==> src/hw/rtl/gbci_pkg.sv <==
`default_nettype none

package gbci_pkg;

  localparam int unsigned CFG_DATA_W = 32;
  localparam int unsigned CFG_IDX_W  = 2;
  localparam int unsigned TICKS_W    = 32;
  localparam int unsigned GAIN_W     = 24;
  localparam int unsigned ANGLE_W    = 64;
  localparam int unsigned FRAC_SHIFT = 12;
  localparam int unsigned CENTER_FRAC = 8;

  localparam logic [CFG_IDX_W-1:0] REG_CAL_TICKS = 2'd0;
  localparam logic [CFG_IDX_W-1:0] REG_RATE_GAIN = 2'd1;

  localparam logic [TICKS_W-1:0] CAL_TICKS_RESET = 32'd1000000;
  localparam logic [GAIN_W-1:0]  RATE_GAIN_RESET = 24'd568893;

  localparam logic [ANGLE_W-1:0] ANGLE_SIGN = {1'b1, {(ANGLE_W-1){1'b0}}};

endpackage

`default_nettype wire

==> src/hw/rtl/gbci_if.sv <==
`default_nettype none

interface gbci_in_if #(
  parameter int unsigned TIME_BITS   = 32,
  parameter int unsigned SAMPLE_BITS = 12
);
  logic                   valid;
  logic                   ready;
  logic [TIME_BITS-1:0]   timestamp;
  logic [SAMPLE_BITS-1:0] sample;

  modport source (output valid, output timestamp, output sample, input ready);
  modport sink   (input valid, input timestamp, input sample, output ready);
endinterface

interface gbci_out_if
  import gbci_pkg::*;
#(
  parameter int unsigned CENTER_W = 20
);
  logic                valid;
  logic                ready;
  logic [ANGLE_W-1:0]  angle;
  logic                calibrated;
  logic [CENTER_W-1:0] center_q8;

  modport source (output valid, output angle, output calibrated, output center_q8,
                  input ready);
  modport sink   (input valid, input angle, input calibrated, input center_q8,
                  output ready);
endinterface

`default_nettype wire

==> src/hw/rtl/gbci_serdiv.sv <==
`default_nettype none

module gbci_serdiv #(
  parameter int unsigned N_W = 36,
  parameter int unsigned D_W = 16
) (
  input  wire logic           clk_i,
  input  wire logic           rst_ni,
  input  wire logic           start_i,
  input  wire logic [N_W-1:0] num_i,
  input  wire logic [D_W-1:0] den_i,
  output logic                done_o,
  output logic [N_W-1:0]      quo_o
);

  localparam int unsigned CNT_W = $clog2(N_W + 1);

  logic             busy_q, done_q;
  logic [CNT_W-1:0] cnt_q;
  logic [N_W-1:0]   quo_q, quo_d;
  logic [D_W-1:0]   rem_q, rem_d, den_q;
  logic [D_W:0]     trial, diff;
  logic             ge;

  // restoring division, one quotient bit per cycle
  always_comb begin
    trial = {rem_q, quo_q[N_W-1]};
    diff  = trial - {1'b0, den_q};
    ge    = (trial >= {1'b0, den_q});
    rem_d = ge ? diff[D_W-1:0] : trial[D_W-1:0];
    quo_d = {quo_q[N_W-2:0], ge};
  end

  always_ff @(posedge clk_i or negedge rst_ni) begin
    if (!rst_ni) begin
      busy_q <= 1'b0;
      done_q <= 1'b0;
      cnt_q  <= '0;
    end else begin
      done_q <= busy_q && !start_i && (cnt_q == CNT_W'(1));
      if (start_i) begin
        busy_q <= 1'b1;
        cnt_q  <= CNT_W'(N_W);
      end else if (busy_q) begin
        cnt_q <= cnt_q - CNT_W'(1);
        if (cnt_q == CNT_W'(1)) begin
          busy_q <= 1'b0;
        end
      end
    end
  end

  always_ff @(posedge clk_i) begin
    if (start_i) begin
      quo_q <= num_i;
      rem_q <= '0;
      den_q <= den_i;
    end else if (busy_q) begin
      quo_q <= quo_d;
      rem_q <= rem_d;
    end
  end

  assign done_o = done_q;
  assign quo_o  = quo_q;

endmodule

`default_nettype wire

==> src/hw/rtl/gbci_sermul.sv <==
`default_nettype none

module gbci_sermul #(
  parameter int unsigned A_W = 20,
  parameter int unsigned B_W = 24
) (
  input  wire logic           clk_i,
  input  wire logic           rst_ni,
  input  wire logic           start_i,
  input  wire logic [A_W-1:0] a_i,
  input  wire logic [B_W-1:0] b_i,
  output logic                done_o,
  output logic [A_W+B_W-1:0]  prod_o
);

  localparam int unsigned CNT_W = $clog2(B_W + 1);

  logic               busy_q, done_q;
  logic [CNT_W-1:0]   cnt_q;
  logic [A_W-1:0]     a_q;
  logic [A_W+B_W-1:0] acc_q, acc_d;
  logic [A_W:0]       part;

  // shift-add, one multiplier bit retired per cycle
  always_comb begin
    part  = {1'b0, acc_q[A_W+B_W-1:B_W]} + {1'b0, (acc_q[0] ? a_q : {A_W{1'b0}})};
    acc_d = {part, acc_q[B_W-1:1]};
  end

  always_ff @(posedge clk_i or negedge rst_ni) begin
    if (!rst_ni) begin
      busy_q <= 1'b0;
      done_q <= 1'b0;
      cnt_q  <= '0;
    end else begin
      done_q <= busy_q && !start_i && (cnt_q == CNT_W'(1));
      if (start_i) begin
        busy_q <= 1'b1;
        cnt_q  <= CNT_W'(B_W);
      end else if (busy_q) begin
        cnt_q <= cnt_q - CNT_W'(1);
        if (cnt_q == CNT_W'(1)) begin
          busy_q <= 1'b0;
        end
      end
    end
  end

  always_ff @(posedge clk_i) begin
    if (start_i) begin
      a_q   <= a_i;
      acc_q <= {{A_W{1'b0}}, b_i};
    end else if (busy_q) begin
      acc_q <= acc_d;
    end
  end

  assign done_o = done_q;
  assign prod_o = acc_q;

endmodule

`default_nettype wire

==> src/hw/rtl/gyro_bias_calibrate_integrate.sv <==
// Gyro bias calibration and rate integration.
// Input channel in_i carries timestamp and sample; a transfer takes place when
// valid and ready are both high. Output channel out_o carries one result per
// input: angle, calibrated and center_q8.
// The first sample opens the calibration window. Samples inside the window
// update the running mean through a bit-serial restoring divider, one quotient
// bit per cycle. After the window, each sample goes through two bit-serial
// shift-add multipliers in series (offset times gain, then times elapsed
// ticks), one multiplier bit per cycle, then a round/saturate step and a
// saturating add. The first sample after calibration only records its time.
// in_i.ready is high while no item is in work; one finished result may wait in
// the output register while the next item is taken. If the receiver stalls,
// the finished item holds until the output register frees.
// Reset clears all calibration and integration state and loads the default
// window length and gain. cfg_we_i writes register cfg_idx_i (0 window length,
// 1 gain); the user must use it only while the block is idle (not enforced).
`default_nettype none

module gyro_bias_calibrate_integrate
  import gbci_pkg::*;
#(
  parameter int unsigned SAMPLE_BITS = 12,
  parameter int unsigned COUNT_BITS  = 16,
  parameter int unsigned TIME_BITS   = 32
) (
  input  wire logic                  clk_i,
  input  wire logic                  rst_ni,
  input  wire logic                  cfg_we_i,
  input  wire logic [CFG_IDX_W-1:0]  cfg_idx_i,
  input  wire logic [CFG_DATA_W-1:0] cfg_data_i,
  gbci_in_if.sink                    in_i,
  gbci_out_if.source                 out_o
);

  localparam int unsigned CW    = SAMPLE_BITS + CENTER_FRAC;
  localparam int unsigned SUM_W = SAMPLE_BITS + COUNT_BITS;
  localparam int unsigned NUM_W = SUM_W + CENTER_FRAC;
  localparam int unsigned P1_W  = CW + GAIN_W;
  localparam int unsigned P2_W  = P1_W + TIME_BITS;
  localparam int unsigned TOP_W = ANGLE_W + FRAC_SHIFT;
  localparam int unsigned EXT_W = (P2_W + 1 > TOP_W + 1) ? P2_W + 1 : TOP_W + 1;
  localparam int unsigned CMP_W = (TIME_BITS > TICKS_W) ? TIME_BITS : TICKS_W;

  localparam logic [2:0] ST_IDLE = 3'd0;
  localparam logic [2:0] ST_DIV  = 3'd1;
  localparam logic [2:0] ST_MUL  = 3'd2;
  localparam logic [2:0] ST_ADD  = 3'd3;
  localparam logic [2:0] ST_FIN  = 3'd4;

  logic [2:0]             state_q;
  logic [TICKS_W-1:0]     cal_ticks_q;
  logic [GAIN_W-1:0]      rate_gain_q;
  logic                   cal_started_q, int_started_q;
  logic [TIME_BITS-1:0]   cal_start_q, last_time_q, elapsed_q;
  logic [SUM_W-1:0]       cal_sum_q;
  logic [COUNT_BITS-1:0]  cal_count_q;
  logic [CW-1:0]          center_q, diff_q;
  logic                   neg_q, calib_q;
  logic [ANGLE_W-1:0]     angle_q, mag_q;
  logic                   div_start_q, mul_start_q;
  logic                   out_valid_q, out_cal_q;
  logic [ANGLE_W-1:0]     out_angle_q;
  logic [CW-1:0]          out_center_q;

  logic                   in_xfer, out_free, done_c;
  logic [TIME_BITS-1:0]   win_diff;
  logic [CW-1:0]          scaled, diff_c;
  logic                   neg_c;
  logic                   div_done, mul1_done, mul2_done;
  logic [NUM_W-1:0]       quo;
  logic [P1_W-1:0]        prod1;
  logic [P2_W-1:0]        prod2;
  logic [EXT_W-1:0]       rounded;
  logic [ANGLE_W-1:0]     mag_c, bias_off, angle_c;
  logic [ANGLE_W:0]       sum_pos, sum_neg;

  assign in_xfer  = in_i.valid && in_i.ready;
  assign out_free = !out_valid_q || out_o.ready;

  always_comb begin
    win_diff = in_i.timestamp - cal_start_q;
    done_c   = cal_started_q && (CMP_W'(win_diff) > CMP_W'(cal_ticks_q));
    scaled   = {in_i.sample, {CENTER_FRAC{1'b0}}};
    neg_c    = scaled < center_q;
    diff_c   = neg_c ? (center_q - scaled) : (scaled - center_q);
  end

  gbci_serdiv #(.N_W(NUM_W), .D_W(COUNT_BITS)) u_div (
    .clk_i   (clk_i),
    .rst_ni  (rst_ni),
    .start_i (div_start_q),
    .num_i   ({cal_sum_q, {CENTER_FRAC{1'b0}}}),
    .den_i   (cal_count_q),
    .done_o  (div_done),
    .quo_o   (quo)
  );

  gbci_sermul #(.A_W(CW), .B_W(GAIN_W)) u_mul_gain (
    .clk_i   (clk_i),
    .rst_ni  (rst_ni),
    .start_i (mul_start_q),
    .a_i     (diff_q),
    .b_i     (rate_gain_q),
    .done_o  (mul1_done),
    .prod_o  (prod1)
  );

  gbci_sermul #(.A_W(P1_W), .B_W(TIME_BITS)) u_mul_time (
    .clk_i   (clk_i),
    .rst_ni  (rst_ni),
    .start_i (mul1_done),
    .a_i     (prod1),
    .b_i     (elapsed_q),
    .done_o  (mul2_done),
    .prod_o  (prod2)
  );

  // round toward minus infinity for negative offsets, shift, saturate
  always_comb begin
    rounded = EXT_W'(prod2) + (neg_q ? EXT_W'({FRAC_SHIFT{1'b1}}) : EXT_W'(0));
    mag_c   = (|rounded[EXT_W-1:TOP_W]) ? {ANGLE_W{1'b1}} : rounded[TOP_W-1:FRAC_SHIFT];
  end

  // saturating add in offset binary
  always_comb begin
    bias_off = angle_q ^ ANGLE_SIGN;
    sum_pos  = {1'b0, bias_off} + {1'b0, mag_q};
    sum_neg  = {1'b0, bias_off} - {1'b0, mag_q};
    if (neg_q) begin
      angle_c = (sum_neg[ANGLE_W] ? {ANGLE_W{1'b0}} : sum_neg[ANGLE_W-1:0]) ^ ANGLE_SIGN;
    end else begin
      angle_c = (sum_pos[ANGLE_W] ? {ANGLE_W{1'b1}} : sum_pos[ANGLE_W-1:0]) ^ ANGLE_SIGN;
    end
  end

  always_ff @(posedge clk_i or negedge rst_ni) begin
    if (!rst_ni) begin
      cal_ticks_q <= CAL_TICKS_RESET;
      rate_gain_q <= RATE_GAIN_RESET;
    end else if (cfg_we_i) begin
      case (cfg_idx_i)
        REG_CAL_TICKS: cal_ticks_q <= cfg_data_i[TICKS_W-1:0];
        REG_RATE_GAIN: rate_gain_q <= cfg_data_i[GAIN_W-1:0];
        default: ;
      endcase
    end
  end

  always_ff @(posedge clk_i or negedge rst_ni) begin
    if (!rst_ni) begin
      state_q       <= ST_IDLE;
      cal_started_q <= 1'b0;
      cal_start_q   <= '0;
      cal_sum_q     <= '0;
      cal_count_q   <= '0;
      center_q      <= '0;
      int_started_q <= 1'b0;
      last_time_q   <= '0;
      angle_q       <= '0;
      div_start_q   <= 1'b0;
      mul_start_q   <= 1'b0;
      out_valid_q   <= 1'b0;
    end else begin
      div_start_q <= (state_q == ST_IDLE) && in_xfer && !done_c;
      mul_start_q <= (state_q == ST_IDLE) && in_xfer && done_c && int_started_q;
      if (state_q == ST_FIN && out_free) begin
        out_valid_q <= 1'b1;
      end else if (out_o.ready) begin
        out_valid_q <= 1'b0;
      end
      case (state_q)
        ST_IDLE: begin
          if (in_xfer) begin
            if (done_c) begin
              int_started_q <= 1'b1;
              last_time_q   <= in_i.timestamp;
              if (int_started_q) begin
                state_q <= ST_MUL;
              end else begin
                state_q <= ST_FIN;
              end
            end else begin
              if (!cal_started_q) begin
                cal_started_q <= 1'b1;
                cal_start_q   <= in_i.timestamp;
              end
              if (cal_count_q != {COUNT_BITS{1'b1}}) begin
                cal_sum_q   <= cal_sum_q + SUM_W'(in_i.sample);
                cal_count_q <= cal_count_q + COUNT_BITS'(1);
              end
              state_q <= ST_DIV;
            end
          end
        end
        ST_DIV: begin
          if (div_done) begin
            center_q <= quo[CW-1:0];
            state_q  <= ST_FIN;
          end
        end
        ST_MUL: begin
          if (mul2_done) begin
            state_q <= ST_ADD;
          end
        end
        ST_ADD: begin
          angle_q <= angle_c;
          state_q <= ST_FIN;
        end
        ST_FIN: begin
          if (out_free) begin
            state_q <= ST_IDLE;
          end
        end
        default: state_q <= ST_IDLE;
      endcase
    end
  end

  always_ff @(posedge clk_i) begin
    if (state_q == ST_IDLE && in_xfer) begin
      calib_q   <= done_c;
      elapsed_q <= in_i.timestamp - last_time_q;
      diff_q    <= diff_c;
      neg_q     <= neg_c;
    end
    if (state_q == ST_MUL && mul2_done) begin
      mag_q <= mag_c;
    end
    if (state_q == ST_FIN && out_free) begin
      out_angle_q  <= angle_q;
      out_cal_q    <= calib_q;
      out_center_q <= center_q;
    end
  end

  assign in_i.ready       = (state_q == ST_IDLE);
  assign out_o.valid      = out_valid_q;
  assign out_o.angle      = out_angle_q;
  assign out_o.calibrated = out_cal_q;
  assign out_o.center_q8  = out_center_q;

endmodule

`default_nettype wire

==> src/flat_wrapper.sv <==
// flat-port wrapper written by rule: the top's interface ports become plain ports
module gyro_bias_calibrate_integrate_flat import gbci_pkg::*;
#(
  parameter int unsigned SAMPLE_BITS = 12,
  parameter int unsigned COUNT_BITS  = 16,
  parameter int unsigned TIME_BITS   = 32
)
  (clk_i, rst_ni, cfg_we_i, cfg_idx_i, cfg_data_i, in_i_valid, in_i_timestamp, in_i_sample, in_i_ready, out_o_valid, out_o_angle, out_o_calibrated, out_o_center_q8, out_o_ready);
  gbci_in_if #(.TIME_BITS(TIME_BITS), .SAMPLE_BITS(SAMPLE_BITS)) in_i_i ();
  gbci_out_if #(.CENTER_W(20)) out_o_i ();
  input  wire logic clk_i;
  input  wire logic rst_ni;
  input  wire logic cfg_we_i;
  input  wire logic [CFG_IDX_W-1:0] cfg_idx_i;
  input  wire logic [CFG_DATA_W-1:0] cfg_data_i;
  input wire logic [$bits(in_i_i.valid)-1:0] in_i_valid;
  input wire logic [$bits(in_i_i.timestamp)-1:0] in_i_timestamp;
  input wire logic [$bits(in_i_i.sample)-1:0] in_i_sample;
  output wire logic [$bits(in_i_i.ready)-1:0] in_i_ready;
  output wire logic [$bits(out_o_i.valid)-1:0] out_o_valid;
  output wire logic [$bits(out_o_i.angle)-1:0] out_o_angle;
  output wire logic [$bits(out_o_i.calibrated)-1:0] out_o_calibrated;
  output wire logic [$bits(out_o_i.center_q8)-1:0] out_o_center_q8;
  input wire logic [$bits(out_o_i.ready)-1:0] out_o_ready;
  assign in_i_i.valid = in_i_valid;
  assign in_i_i.timestamp = in_i_timestamp;
  assign in_i_i.sample = in_i_sample;
  assign in_i_ready = in_i_i.ready;
  assign out_o_valid = out_o_i.valid;
  assign out_o_angle = out_o_i.angle;
  assign out_o_calibrated = out_o_i.calibrated;
  assign out_o_center_q8 = out_o_i.center_q8;
  assign out_o_i.ready = out_o_ready;
  gyro_bias_calibrate_integrate #(.SAMPLE_BITS(SAMPLE_BITS), .COUNT_BITS(COUNT_BITS), .TIME_BITS(TIME_BITS)) u_core (.clk_i(clk_i), .rst_ni(rst_ni), .cfg_we_i(cfg_we_i), .cfg_idx_i(cfg_idx_i), .cfg_data_i(cfg_data_i), .in_i(in_i_i), .out_o(out_o_i));
endmodule
==> config.mk <==
export PLATFORM = sky130hd
export DESIGN_NAME = gyro_bias_calibrate_integrate_flat
export DESIGN_NICKNAME = d
export VERILOG_FILES = /design/src/hw/rtl/gbci_pkg.sv /design/src/hw/rtl/gbci_if.sv /design/src/hw/rtl/gbci_serdiv.sv /design/src/hw/rtl/gbci_sermul.sv /design/src/hw/rtl/gyro_bias_calibrate_integrate.sv /design/src/flat_wrapper.sv
export SDC_FILE = /design/constraint.sdc
export NUM_CORES = 2
export LEC_CHECK = 0
export ABC_AREA = 1
export BUFFER_PORTS_ARGS = -buffer_cell sky130_fd_sc_hd__buf_2
export CAP_MARGIN = 20
export CORE_MARGIN = 3
export CORE_UTILIZATION = 50
export CTS_CLUSTER_SIZE = 28
export DETAILED_ROUTE_END_ITERATION = 6
export GPL_ROUTABILITY_DRIVEN = 0
export MAX_ROUTING_LAYER = met4
export PLACE_DENSITY_LB_ADDON = 0.25
export SLEW_MARGIN = 30
export SYNTH_ARGS = -nofsm -noshare
export SYNTH_HDL_FRONTEND = slang
export SYNTH_HIERARCHICAL = 1
export SYNTH_SLANG_ARGS = --single-unit
==> constraint.sdc <==
create_clock -name clk_i -period 12.6 [get_ports clk_i]
set_clock_uncertainty 0.05 [all_clocks]
set_input_delay 0.63 -clock clk_i [delete_from_list [all_inputs] [get_ports clk_i]]
set_output_delay 0.63 -clock clk_i [all_outputs]
set_load 0.01 [all_outputs]
Yosys cells after proc, flatten, opt, wreduce, memory -nomap -nowiden
Cells that the tools add are included.
{"block": "totals", "register_bits": 734, "in_bits": 83, "out_inout_bits": 87, "elab_cells": 149}
{"block": "op_classes", "addsub": 15, "magnitude_cmp": 3, "eq_ne": 13, "muxes": 38, "bitwise": 5, "n_reduce_logical": 34}
{"op": "two-way mux 64 bit", "count": 3}
{"op": "adder 76 x 12 -> 77 bit", "count": 1}
{"op": "two-way mux 36 bit", "count": 2}
{"op": "adder 64 x 64 -> 65 bit", "count": 1}
{"op": "subtractor 64 x 64 -> 65 bit", "count": 1}
{"op": "two-way mux 32 bit", "count": 2}
{"op": "subtractor 32 bit", "count": 2}
{"op": "two-way mux 24 bit", "count": 2}
{"op": "adder 44 x 44 -> 45 bit", "count": 1}
{"op": "two-way mux 44 bit", "count": 1}
{"op": "two-way mux 20 bit", "count": 2}
{"op": "subtractor 20 bit", "count": 2}
{"op": "greater-than comparator 32 bit", "count": 1}
{"op": "adder 28 x 12 -> 28 bit", "count": 1}
{"op": "two-way mux 6 bit", "count": 4}
{"op": "adder 20 x 20 -> 21 bit", "count": 1}
{"op": "< comparator 20 bit", "count": 1}
{"op": "two-way mux 3 bit", "count": 6}
{"op": "greater-or-equal comparator 17 x 16 -> 1 bit", "count": 1}
{"op": "adder 16 x 1 -> 16 bit (second input constant)", "count": 1}
{"op": "two-way mux 16 bit", "count": 1}
{"op": "!= test 16 bit (second input constant)", "count": 1}
{"op": "subtractor 16 bit", "count": 1}
{"op": "one-hot mux 3 bit (5 select lines)", "count": 1}
{"op": "other kinds (23)", "count": 68}

Longest topological paths before layout
{"block": "logic_depth", "depth_word": 6, "ltp_mapped": 28, "depth_no_buf": 28}

Modules after synthesis
Netlist, hierarchy kept.
{"module": "gyro_bias_calibrate_integrate", "instances": 1, "cells_per_inst": 5859, "area_per_inst_um2": 39103.8, "seq_area_each_um2": 12524.5}
{"module": "gbci_sermul (u_core.u_mul_time)", "instances": 1, "cells_per_inst": 1235, "area_per_inst_um2": 8393.0, "seq_area_each_um2": 3363.2}
{"module": "gbci_serdiv", "instances": 1, "cells_per_inst": 547, "area_per_inst_um2": 4251.6, "seq_area_each_um2": 2082.0}
{"module": "gbci_sermul (u_core.u_mul_gain)", "instances": 1, "cells_per_inst": 508, "area_per_inst_um2": 3942.5, "seq_area_each_um2": 1896.8}

Least setup slack after synthesis
Ideal clock, no wire load.
{"block": "synth_timing", "path_kind": "input port to flip-flop", "startpoint": "input out_o_ready", "endpoint": "register u_core.out_angle_q[0] (netlist: u_core/out_o.angle[0]), enable pin", "setup_time_ps": 529, "arrival_ps": 4209, "required_ps": 12021, "slack_ps": 7812, "cell_stages": 2, "n_path_buf": 0, "cell_sequence": "nor2_1 -> nor2_1"}
{"block": "synth_via", "elab_chain_len": 2}
{"item": "start: declaration", "line_no": "flat_wrapper.sv:24", "text": "input wire logic [$bits(out_o_i.ready)-1:0] out_o_ready;"}
{"item": "logical OR 1 bit", "line_no": "gyro_bias_calibrate_integrate.sv:78", "text": "assign out_free = !out_valid_q || out_o.ready;"}
{"item": "logical AND 1 bit", "line_no": "gyro_bias_calibrate_integrate.sv:230", "text": "if (state_q == ST_FIN && out_free) begin"}
{"item": "end signal: assignment", "line_no": "gyro_bias_calibrate_integrate.sv:231", "text": "out_angle_q <= angle_q;"}
{"item": "end: declaration", "line_no": "gyro_bias_calibrate_integrate.sv:62", "text": "logic [ANGLE_W-1:0] out_angle_q;"}
Every way passes these cells.
A chain may end at the register's enable or synchronous reset.

Final worst setup path
{"block": "layout_timing", "startpoint": "register u_core.cal_start_q[2]", "endpoint": "register u_core.cal_sum_q[2]"}
{"block": "layout_via", "elab_chain_len": 5}
{"item": "start: declaration", "line_no": "gyro_bias_calibrate_integrate.sv:54", "text": "logic [TIME_BITS-1:0] cal_start_q, last_time_q, elapsed_q;"}
{"item": "start signal: assignment", "line_no": "gyro_bias_calibrate_integrate.sv:185", "text": "cal_start_q <= in_i.timestamp;"}
{"item": "subtractor 32 bit", "line_no": "gyro_bias_calibrate_integrate.sv:81", "text": "win_diff = in_i.timestamp - cal_start_q;"}
{"item": "greater-than comparator 32 bit", "line_no": "gyro_bias_calibrate_integrate.sv:82", "text": "done_c = cal_started_q && (CMP_W'(win_diff) > CMP_W'(cal_ticks_q));"}
{"item": "logical AND 1 bit", "line_no": "gyro_bias_calibrate_integrate.sv:82"}
{"item": "NOT 1 bit (no source line)"}
{"item": "AND reduction 4 bit (no source line)"}
{"item": "end signal: assignment", "line_no": "gyro_bias_calibrate_integrate.sv:188", "text": "cal_sum_q <= cal_sum_q + SUM_W'(in_i.sample);"}
{"item": "end: declaration", "line_no": "gyro_bias_calibrate_integrate.sv:55", "text": "logic [SUM_W-1:0] cal_sum_q;"}
Every way passes these cells.

==> impl_metrics.json <==
{
  "status": "finished, violations left",
  "violations": "design-rule violations",
  "core_area_mm2": 0.110,
  "numClockSinks": 734,
  "stdcell_count": 9819,
  "cpPeakStageDelay_ns": 0.64,
  "post-route-period-util": 0.430,
  "ios": 170,
  "finalSetupViolCount": 0,
  "clk_latency_ns": 0.68,
  "ctsResizeCount": 0,
  "io_buffer_count": 169,
  "arrival_ns": 5.92,
  "drtPass1Iterations": 7,
  "drv_slew": 0,
  "finish.net_count": 8711,
  "synth-edff-count": 375,
  "rows": 121,
  "path_class": "flip-flop to flip-flop",
  "die_x_um": 340,
  "required_ns": 13.10,
  "rr_worst_depth": 26,
  "finalPower_uw": 13900,
  "wirelength_um": 173000,
  "seq_area_frac_synth": 0.357,
  "grt_usage": 0.301,
  "fp.dieH_um": 340,
  "power_density_mw_per_mm2": 229,
  "clock_path_buffers": 3,
  "synthArstFlopShare": 0.380,
  "synthToLayoutAreaGrowth_pct": 9.21,
  "maxSlewHeadroom": 0.336,
  "htree_num_levels": 3,
  "ir_drop_uv": 126,
  "dieArea_mm2": 0.115,
  "drt_iter0_markers": 5450,
  "tns_ns": 0,
  "num_vias": 53200,
  "fmax_mhz": 184,
  "avgRoutedWirePerCell_um": 17.7,
  "cts_root_buf": "clkbuf_16",
  "grt_pass1_vias": 49600,
  "cp_common_cell": "nand2_1",
  "hold_depth": 3,
  "cap_violations": 0,
  "rsz0062_at_grt": "false",
  "multi_input_area_mm2": 0.0296,
  "grt_max_degree": 147,
  "clk_pin_slew_worst_paths_ns": 0.06,
  "start_util": 0.507,
  "synth_warnings": 6,
  "ys_types": 73,
  "hpwl_um": 134000,
  "netlist_instances": 8149,
  "hold_viol_final": 0,
  "layout.area.seq_mm2": 0.0199,
  "grt_first_pass_wirelength_um": 269000,
  "dpl.cell_count": 9651,
  "hold_class": "input port to flip-flop",
  "final_layout_size_suffix_gt1_frac": 0.0779,
  "synth_area_mm2": 0.0557,
  "start_kind": "flip-flop",
  "tightest_slew_ns": 0.986,
  "antenna_found_initial": 9,
  "synth_ff_type": "edfxtp_1",
  "synth_seq_cells": 734,
  "end_kind": "flip-flop",
  "crit_fanout": 48,
  "cts_buffers": 84,
  "avgSynthCellArea_um2": 6.83,
  "slowest_stage": "nand3_1",
  "ant_nets": 0,
  "leakage_uw": 0.0311,
  "drc": 6,
  "grt-ovfl-total": 0,
  "fillers": 10500,
  "period_minus_slack_ns": 5.42,
  "avgViaCountPerCell": 5.42,
  "cts_tree": "done"
}
==> cells by family (layout without fill, tap and decap cells) <==
logic type      Yosys count  after routing  share of synthesized area
flops                   734            734                      0.357
mux                       1              1                   0.000202
other cells               1             16                  0.0000673
xor+xnor                157            157                     0.0247
simple gates           4367           4367                      0.331
fa+ha+maj               364            364                     0.0830
compound gates          931            931                     0.0916
buf+inv                1594           1773                      0.112
==> path summary, 6_finish.rpt <==
path | slack, ns | startpoint | endpoint
worst min-delay path | 0.15 | cfg_data_i[28] | u_core/cal_ticks_q[28]$_DFFE_PN0P_
min in group asynchronous | 0.47 | rst_ni | u_core/last_time_q[24]$_DFFE_PN0P_
worst max register to register | 7.18 | u_core/cal_start_q[2]$_DFFE_PN0P_ | u_core/cal_sum_q[2]$_DFFE_PN0P_
max in group asynchronous | 10.59 | rst_ni | u_core/angle_q[30]$_DFFE_PN0N_
worst min register to register | 0.36 | u_core/diff_q[6]$_DFFE_PP_ | u_core/u_mul_gain/a_q[6]$_DFFE_PP_
worst max-delay path | 7.18 | u_core/cal_start_q[2]$_DFFE_PN0P_ | u_core/cal_sum_q[2]$_DFFE_PN0P_
==> Yosys cell counts, types with 18 or more instances <==
| cell | number | area share |
|---|---|---|
| nand2_1 | 2692 | 0.18 |
| inv_1 | 1355 | 0.091 |
| nor2_1 | 730 | 0.049 |
| a21oi_1 | 441 | 0.040 |
| nand3_1 | 436 | 0.039 |
| edfxtp_1 | 375 | 0.20 |
| ha_1 | 355 | 0.080 |
| o21ai_0 | 332 | 0.030 |
| dfrtp_1 | 261 | 0.12 |
| nand4_1 | 131 | 0.015 |
| xor2_1 | 126 | 0.020 |
| nor3_1 | 107 | 0.0096 |
| dfxtp_1 | 80 | 0.029 |
| clkbuf_1 | 77 | 0.0052 |
| buf_2 | 68 | 0.0061 |
| nand2_2 | 57 | 0.0064 |
| inv_2 | 52 | 0.0035 |
| nor2_2 | 52 | 0.0058 |
| o21bai_1 | 47 | 0.0063 |
| nand3_2 | 31 | 0.0056 |
| xnor2_1 | 31 | 0.0049 |
| nand3b_1 | 27 | 0.0036 |
| nor4_1 | 27 | 0.0030 |
| or2_2 | 25 | 0.0028 |
| nor2_4 | 24 | 0.0049 |
| dfstp_2 | 18 | 0.0085 |
==> placed cells by master, fill, tap and decap left out, types with 9 or more instances in the layout <==
cell | Yosys | routed
nand2_1 | 2692 | 2690
inv_1 | 1355 | 1353
nor2_1 | 730 | 726
a21oi_1 | 441 | 441
nand3_1 | 436 | 436
edfxtp_1 | 375 | 375
ha_1 | 355 | 355
o21ai_0 | 332 | 332
dfrtp_1 | 261 | 258
buf_2 | 68 | 168
nand4_1 | 131 | 131
xor2_1 | 126 | 126
nor3_1 | 107 | 107
clkbuf_16 | 0 | 86
dfxtp_1 | 80 | 80
nand2_2 | 57 | 57
inv_2 | 52 | 54
nor2_2 | 52 | 50
o21bai_1 | 47 | 47
xnor2_1 | 31 | 31
nand3_2 | 31 | 31
nor2_4 | 24 | 30
nor4_1 | 27 | 27
nand3b_1 | 27 | 27
buf_4 | 17 | 27
or2_2 | 25 | 25
clkbuf_1 | 77 | 18
dfstp_2 | 18 | 18
a31oi_1 | 13 | 13
a21boi_0 | 12 | 12
o21ai_1 | 12 | 12
a21o_1 | 12 | 12
clkinv_2 | 0 | 11
clkinv_1 | 6 | 11
bufinv_16 | 0 | 10
a31oi_2 | 9 | 9
fa_1 | 9 | 9
==> flip-flops by register name (all words and copies together) (netlist names), 16 cells and up <==
signal,cells
u_core/cal_count_q,16
u_core/out_o.angle,64
u_core/u_mul_time/a_q,44
u_core/last_time_q,32
u_core/cal_sum_q,28
u_core/u_mul_gain/a_q,20
u_core/rate_gain_q,24
u_core/elapsed_q,32
u_core/u_div/quo_o,36
u_core/u_mul_time/prod_o,76
u_core/u_div/rem_q,16
u_core/u_div/den_q,16
u_core/cal_ticks_q,32
u_core/u_mul_gain/prod_o,44
u_core/angle_q,64
u_core/cal_start_q,32
u_core/mag_q,64
u_core/center_q,20
u_core/out_o.center_q8,20
u_core/diff_q,20
==> repair_timing <==
action / 4_1_cts / 5_1_grt
endpoints found under the hold margin: 74 / 0
hold buffers: 1 / 0
endpoints found under the setup margin: 0 / 0
setup buffers: 0 / 0
==> layer usage <==
| metal | track usage | share of wire |
|---|---|---|
| met1 | 0.372 | 0.41 |
| met2 | 0.480 | 0.45 |
| met3 | 0.0411 | 0.075 |
| met4 | 0.164 | 0.064 |
| met5 | - | 0 |
==> report_power, final <==
part | leakage, µW | switching, µW | internal, µW
sequential | 0.00756 | 677 | 3520
clock | 0.00141 | 1060 | 1520
combinational | 0.0221 | 4920 | 2220
==> critical path, delay by kind of cell (launching register included) <==
| family | cells | cell delay (ns) |
|---|---|---|
| buffers and inverters | 4 | 1.05 |
| AOI/OAI and AO/OA | 8 | 1.52 |
| DFF | 1 | 0.33 |
| adders and majority gates | 2 | 0.62 |
| and+or+nand+nor | 11 | 1.42 |
| xor gates and xnor gates | 1 | 0.22 |
==> layout make-up <==
cell class	count	share of cell area
multi-input combinational	5828	0.487
sequential	734	0.327
inverter	1415	0.0876
clock buffer	112	0.0383
tap	1476	0.0304
timing repair buffer	201	0.0193
clock inverter	45	0.00994
antenna	8	0.000329
==> metrics by stage <==
stage               worst slack (ns)  hold slack (ns)   util  cell area, µm²
floorplan                       7.81            0.284      -           55700
global placement                6.70            0.352  0.526           57800
detailed placement              6.71            0.355  0.527           57800
CTS                             7.20            0.103  0.553           60700
global route                    6.66            0.149  0.554           60800
finish                          7.18            0.150  0.554           60800
Power figures use the tool's default switching activity.
